File: config.mk
export PLATFORM = sky130hd
export DESIGN_NAME = dbd_axis
export DESIGN_NICKNAME = d
export VERILOG_FILES = /design/src/hw/rtl/dbd_pkg.sv /design/src/hw/rtl/dbd_axis.sv
export SDC_FILE = /design/constraint.sdc
export NUM_CORES = 2
export LEC_CHECK = 0
export BUFFER_PORTS_ARGS = -buffer_cell sky130_fd_sc_hd__buf_2
export CAP_MARGIN = 40
export CORE_MARGIN = 5
export CORE_UTILIZATION = 66
export DETAILED_ROUTE_END_ITERATION = 7
export PLACE_DENSITY_LB_ADDON = 0.15
export SKIP_LAST_GASP = 1
export SYNTH_ARGS = -nofsm -noshare
export SYNTH_HDL_FRONTEND = slang
export SYNTH_SLANG_ARGS = --single-unit
File: constraint.sdc
create_clock -name clk -period 8.8 [get_ports clk]
set_input_delay 0.88 -clock clk [delete_from_list [all_inputs] [get_ports clk]]
set_output_delay 0.88 -clock clk [all_outputs]
set_load 0.03 [all_outputs]
File: src/hw/rtl/dbd_pkg.sv
// Shared types, widths, register codes and exp tables for the box decoder.
package dbd_pkg;

  localparam int COORD_FRAC_BITS_DEF = 4;

  localparam int COORD_W   = 16;
  localparam int DELTA_W   = 16;
  localparam int SCORE_W   = 16;
  localparam int IMG_W     = 13;
  localparam int CFG_IDX_W = 1;
  localparam int SIZE_W    = 18;  // box size x2 - x1 + one pixel, signed
  localparam int TOP_W     = 18;  // clamp bound, signed, -(one pixel) .. COORD_MAX
  localparam int NUM_STAGES = 6;

  localparam int COORD_MAX = (1 << COORD_W) - 1;

  localparam logic [CFG_IDX_W-1:0] CFG_IMAGE_WIDTH  = 1'b0;
  localparam logic [CFG_IDX_W-1:0] CFG_IMAGE_HEIGHT = 1'b1;

  localparam logic [IMG_W-1:0] IMG_SIZE_RST = 13'd1024;

  // 2^(k/16) in Q.16 and the slope to the next entry
  localparam logic [16:0] EXP_BASE [16] = '{
    17'd65536, 17'd68438, 17'd71468, 17'd74632, 17'd77936, 17'd81386,
    17'd84990, 17'd88753, 17'd92682, 17'd96785, 17'd101070, 17'd105545,
    17'd110218, 17'd115098, 17'd120194, 17'd125515
  };
  localparam logic [12:0] EXP_SLOPE [16] = '{
    13'd2902, 13'd3030, 13'd3164, 13'd3304, 13'd3450, 13'd3604,
    13'd3763, 13'd3929, 13'd4103, 13'd4285, 13'd4475, 13'd4673,
    13'd4880, 13'd5096, 13'd5321, 13'd5557
  };

  typedef struct packed {
    logic [SCORE_W-1:0] score;
    logic               last_in_roi;
    logic               last_in_set;
  } dbd_side_t;

endpackage

File: src/hw/rtl/dbd_axis.sv
// Six-stage decode datapath for one axis: size, exp scale, center shift, clamp.
module dbd_axis import dbd_pkg::*; #(
  parameter int COORD_FRAC_BITS = COORD_FRAC_BITS_DEF
) (
  input  logic                      clk,
  input  logic                      en,
  input  logic [COORD_W-1:0]        a1,
  input  logic [COORD_W-1:0]        a2,
  input  logic signed [DELTA_W-1:0] dc,
  input  logic signed [DELTA_W-1:0] ds,
  input  logic signed [TOP_W-1:0]   top,
  output logic [COORD_W-1:0]        lo,
  output logic [COORD_W-1:0]        hi
);

  localparam int YP_W   = 33;
  localparam int Y_W    = 17;
  localparam int N_W    = 5;
  localparam int M_W    = 17;
  localparam int LERP_W = 21;
  localparam int WD_W   = 34;
  localparam int CTR_W  = 32;
  localparam int EXP_W  = 28;
  localparam int BASE_W = 36;
  localparam int P_W    = 47;
  localparam int EDGE_W = BASE_W - 13;

  localparam logic signed [SIZE_W-1:0] ONE_F     = SIZE_W'(1 << COORD_FRAC_BITS);
  localparam logic signed [16:0]       EXP_SCALE = 17'sd47274;  // log2(e) in Q.15
  localparam logic signed [P_W-1:0]    P_LIM     = P_W'(64'd1 << 33);
  localparam logic signed [BASE_W-1:0] ROUND_HALF = BASE_W'(4096);

  // stage 1
  logic signed [SIZE_W-1:0]  w1_r, w1_nxt;
  logic signed [YP_W-1:0]    yp1_r, yp1_nxt;
  logic [COORD_W-1:0]        p1_1_r;
  logic signed [DELTA_W-1:0] dc1_r;
  // stage 2
  logic signed [Y_W-1:0]     y2;
  logic [3:0]                idx2;
  logic [7:0]                frac2;
  logic [LERP_W-1:0]         lerp2;
  logic [M_W-1:0]            m2_r, m2_nxt;
  logic signed [N_W-1:0]     n2_r, n2_nxt;
  logic signed [WD_W-1:0]    wd2_r, wd2_nxt;
  logic signed [CTR_W-1:0]   ctr2_r, ctr2_nxt;
  logic signed [SIZE_W-1:0]  w2_r;
  // stage 3
  logic [3:0]                nneg3;
  logic [EXP_W-1:0]          exp3_r, exp3_nxt;
  logic signed [BASE_W-1:0]  base3_r, base3_nxt;
  logic signed [SIZE_W-1:0]  w3_r;
  // stage 4
  logic signed [P_W-1:0]     p4_r, p4_nxt;
  logic signed [BASE_W-1:0]  base4_r;
  // stage 5
  logic signed [P_W-1:0]     psat5;
  logic signed [BASE_W-1:0]  half5;
  logic signed [BASE_W-1:0]  lo5_r, lo5_nxt, hi5_r, hi5_nxt;
  // stage 6
  logic [COORD_W-1:0]        lo6_r, lo6_nxt, hi6_r, hi6_nxt;

  function automatic logic [COORD_W-1:0] clamp_edge(input logic signed [EDGE_W-1:0] e,
                                                    input logic signed [TOP_W-1:0] t);
    logic signed [EDGE_W-1:0] v;
    v = e;
    if (v > EDGE_W'(t)) v = EDGE_W'(t);
    if (v < 0) v = '0;
    return COORD_W'(v);
  endfunction

  always_comb begin
    // stage 1: size and exponent argument scaled to log2
    w1_nxt  = $signed({2'b00, a2}) - $signed({2'b00, a1}) + ONE_F;
    yp1_nxt = YP_W'(ds) * YP_W'(EXP_SCALE);

    // stage 2: 2^frac by table plus linear step, center and shift products
    y2     = yp1_r[31:15];
    idx2   = y2[11:8];
    frac2  = y2[7:0];
    lerp2  = LERP_W'(EXP_SLOPE[idx2]) * LERP_W'(frac2);
    m2_nxt = EXP_BASE[idx2] + M_W'(lerp2[LERP_W-1:8]);
    n2_nxt = y2[Y_W-1:12];
    wd2_nxt  = WD_W'(w1_r) * WD_W'(dc1_r);
    ctr2_nxt = $signed({3'b000, p1_1_r, 13'b0}) + (CTR_W'(w1_r) <<< 12);

    // stage 3: integer part of the exponent, center sum
    nneg3 = 4'(-n2_r);
    if (!n2_r[N_W-1]) begin
      exp3_nxt = EXP_W'(m2_r) << n2_r[3:0];
    end else begin
      exp3_nxt = EXP_W'(m2_r) >> nneg3;
    end
    base3_nxt = BASE_W'(ctr2_r) + (BASE_W'(wd2_r) <<< 1) + ROUND_HALF;

    // stage 4: scaled size
    p4_nxt = P_W'(w3_r) * $signed({{(P_W - EXP_W){1'b0}}, exp3_r});

    // stage 5: saturate, halve, both edges
    psat5 = p4_r;
    if (psat5 > P_LIM) psat5 = P_LIM;
    if (psat5 < -P_LIM) psat5 = -P_LIM;
    half5   = BASE_W'(psat5 >>> 4);
    lo5_nxt = base4_r - half5;
    hi5_nxt = base4_r + half5;

    // stage 6: round to coordinate grid and clamp
    lo6_nxt = clamp_edge(lo5_r[BASE_W-1:13], top);
    hi6_nxt = clamp_edge(hi5_r[BASE_W-1:13], top);
  end

  always_ff @(posedge clk) begin
    if (en) begin
      w1_r    <= w1_nxt;
      yp1_r   <= yp1_nxt;
      p1_1_r  <= a1;
      dc1_r   <= dc;
      m2_r    <= m2_nxt;
      n2_r    <= n2_nxt;
      wd2_r   <= wd2_nxt;
      ctr2_r  <= ctr2_nxt;
      w2_r    <= w1_r;
      exp3_r  <= exp3_nxt;
      base3_r <= base3_nxt;
      w3_r    <= w2_r;
      p4_r    <= p4_nxt;
      base4_r <= base3_r;
      lo5_r   <= lo5_nxt;
      hi5_r   <= hi5_nxt;
      lo6_r   <= lo6_nxt;
      hi6_r   <= hi6_nxt;
    end
  end

  assign lo = lo6_r;
  assign hi = hi6_r;

endmodule

==> metrics.md <==
| Metric | Value |
|---|---|
| Post-Synthesis Cells | `approximately 5.7k` |
| Crit end category | `flop` |
| CP dominant cell by count | `fa_1` |
| Max_cap viols | `0` |
| Buf/Inv on CP | `3` |
| Syn_nets | `approximately 7.3k` |
| Initial Util | `about 66%` |
| Reg area | `approximately 12000 µm²` |
| Mux contribution to synthesized area | `less than 1%` |
| CTS sink cnt | `400` |
| Synth Register Bits | `400` |
| Syn_area_per_cell | `9.84 µm²` |
| Via count | `just under 40k` |
| Crit path largest cell delay | `approximately 660 ps` |
| Critical R2R Launch | `yp1_r[25]` |
| Gr ovfl total | `0` |
| Post-Layout Cell Count | `between 6k and 7k` |
| Die H | `~300 µm` |
| Largest net degree at the start of global routing | `181` |
| Hold_sp | `dc[0]` |
| Worst skew pair latency | `between 600 and 700 ps` |
| Total of fill cells in the finished design | `roughly 6.5k` |
| Post-CTS Setup Inserts | `0` |
| Share of layout cells above drive strength 1 | `5.23%` |
| Core ar. | `approximately 85000 µm²` |
| Status | `complete, no violations` |
| TNS Setup | `0 ps` |
| Post-synthesis adder-cell area fraction | `a little over two fifths` |
| Final clock skew | `35.2 ps` |
| Placed instance count | `approximately 6.8k` |
| Resize count post-CTS | `0` |
| # H-tree levels | `2` |
| Period utilisation layout | `~92%` |
| Die width | `slightly above 300 µm` |
| Place WS | `~800 ps` |
| Worst Setup Start Kind | `flop` |
| Synth Cell Area | `56200 µm²` |
| WP data required | `9230 ps` |
| Final nets | `7265` |
| Hold Vio Cnt, Final | `0` |
| Crit path DAT | `around 8500 ps` |
| First-pass GRT wire length | `roughly 220000 µm` |
| Clock Path Buffers | `3` |
| Fmax | `124 MHz` |
| Max-slew headroom | `~28%` |
| Multi-input gate area in the final layout | `just under 40000 µm²` |
| GRT Total Usage | `30.5%` |
| Residual DRC count | `0` |
| I/O Buffers | `about 120` |
| Vias in the first global route | `42.1k` |
| Final hold slack | `around 410 ps` |
| Critical path type | `flop to flop` |
| Synth cell types | `between 70 and 80` |
| Compound-cell area share of the yosys netlist | `between 7 and 8%` |
| Final Max Slew Viols | `0` |
| Avg WL per Cell | `between 15 and 20 µm` |
| CP max-delay cell | `o21ai_0` |
| Worst min-delay path class | `input pin to flop` |
| Vias per inst | `between 5 and 6` |
| Row count | `107` |
| GP Congestion | `just over 0.9` |
| Root Driver | `clkbuf_16` |
| Sequential area share after synthesis | `between 20% and 30%` |
| IO Pins | `116` |
| Primary FF master, synth | `edfxtp_1` |
| First-pass detailed-route iteration total | `5` |
| Final ANT Viol Nets | `0` |
| Detailed placement HPWL | `around 110000 µm` |
| Final setup viols | `0` |
| CTS Hold Bufs | `0` |
| Area growth syn-to-layout | `6.27%` |
| CP top delay family | `adder cells` |
| Worst slew pin tran | `1080 ps` |
| Simple-gate portion of the synthesized area | `13.1%` |
| Async SR Flop Fraction | `0%` |
| Clock transition at path regs | `60 ps` |
| Crit Path Max Fanout | `14` |
| Post-synth EDFFs | `400` |
| RSZ-0062 raised after global routing | `no` |
| Cts bufs inserted | `48` |
| Yosys warns | `0` |
| DRT iter0 DRCs | `roughly 2.7k` |
| Initial antenna violation count | `6` |
| Full die area | `91100 µm²` |
| Fin worst setup slack | `709 ps` |
| Largest family of logic cells by synthesized area | `adder cells` |
| Crit path launch | `yp1_r[25]` |
| Final wirelength | `around 130000 µm` |
| CTS tree | `done` |
| Minimum clock period | `just over 8000 ps` |
| XOR/XNOR share of the synthesized area | `under 10%` |
[cell usage in the layout, fill, tap and decap left out, drive strengths merged, types with 26 or more instances in the layout]
cell type	n
fa	858
nor2	183
nor2b	74
clkbuf	50
buf	179
and2	302
nand2	707
xor2	46
and3	28
xnor2	191
nand3	41
inv	1152
a211oi	37
nand4	29
a21oi	186
o21bai	26
o21ai	126
edfxtp	400
mux2i	28
nor3	47
nand2b	60
a21o	74
ha	601
a22o	34
o21a	39
[worst paths after layout]
kind / slack [ps] / end / cells past startpoint
worst max-delay path: 710 / m2_r[15] / 28
worst min-delay path: 410 / dc1_r[0] / 1
worst max register to register: 710 / m2_r[15] / 28
worst min register to register: 420 / base4_r[28] / 0
[registers in the layout, indices dropped and copies added (netlist names)]
name     count
base3_r     35
base4_r     35
ctr2_r      18
dc1_r       16
exp3_r      28
hi          16
hi5_r       23
lo          16
lo5_r       23
m2_r        17
n2_r         5
p1_1_r      16
p4_r        47
w1_r        18
w2_r        18
w3_r        18
wd2_r       34
yp1_r       17
[cells by family after synthesis]
| family | after synthesis |
|---|---|
| multiplexers | 44 |
| AO/OA/AOI/OAI | 663 |
| adder cells (fa/ha/maj) | 1459 |
| XOR/XNOR | 237 |
| buffers and inverters | 1362 |
| AND/OR/NAND/NOR | 1543 |
| flip-flops | 400 |
| other | 1 |
[stage by stage]
step,util [%],area (µm²)
final,70.4,59700
after global routing,70.4,59700
after CTS,70.4,59700
after detailed placement,68.5,58100
after global placement,68.1,57800
after floorplan,-,56200
[synthesized netlist by cell type, types with 17 or more instances]
cell      instances  area, µm²
nor4_1           21        131
clkbuf_1        202        758
a22o_1           34        298
a21oi_1         186        931
nand2b_1         60        375
mux2i_1          28        280
nand4_1          29        181
a211oi_1         35        263
fa_1            858      17200
o21bai_1         26        195
and3_1           28        175
a31oi_1          17        106
nor2_1          183        687
nor2b_1          74        463
ha_1            601       7520
o21a_1           39        293
o21ai_0         120        601
inv_1          1144       4290
nand3_1          41        205
and2_1          302       1890
edfxtp_1        400      12000
nand2_1         707       2650
xor2_1           46        403
nor3_1           47        235
or3_1            17        106
a21o_1           74        556
xnor2_1         191       1670
[metal layers]
layer / share of wire (%) / GRT usage, % / vias up
li1: - / - / 18100
met1: 38 / 37.7 / 19600
met2: 50 / 53.4 / 1355
met3: 6.9 / 5.12 / 388
met4: 5.0 / 12.9 / 4
met5: 0.025 / 0 / -
[final cells by class]
| class | count | share of cell area [%] |
|---|---|---|
| Antenna cell | 2 | 0.00838 |
| Clock buffer | 50 | 2.02 |
| Clock inverter | 35 | 0.652 |
| Inverter | 1145 | 7.20 |
| Multi-Input combinational cell | 3947 | 65.4 |
| Sequential cell | 400 | 20.1 |
| Tap cell | 1144 | 2.40 |
| Timing Repair Buffer | 180 | 2.18 |
Power is not shown: default switching activity piles up to over one toggle a cycle in this logic, so the estimate is an artifact.
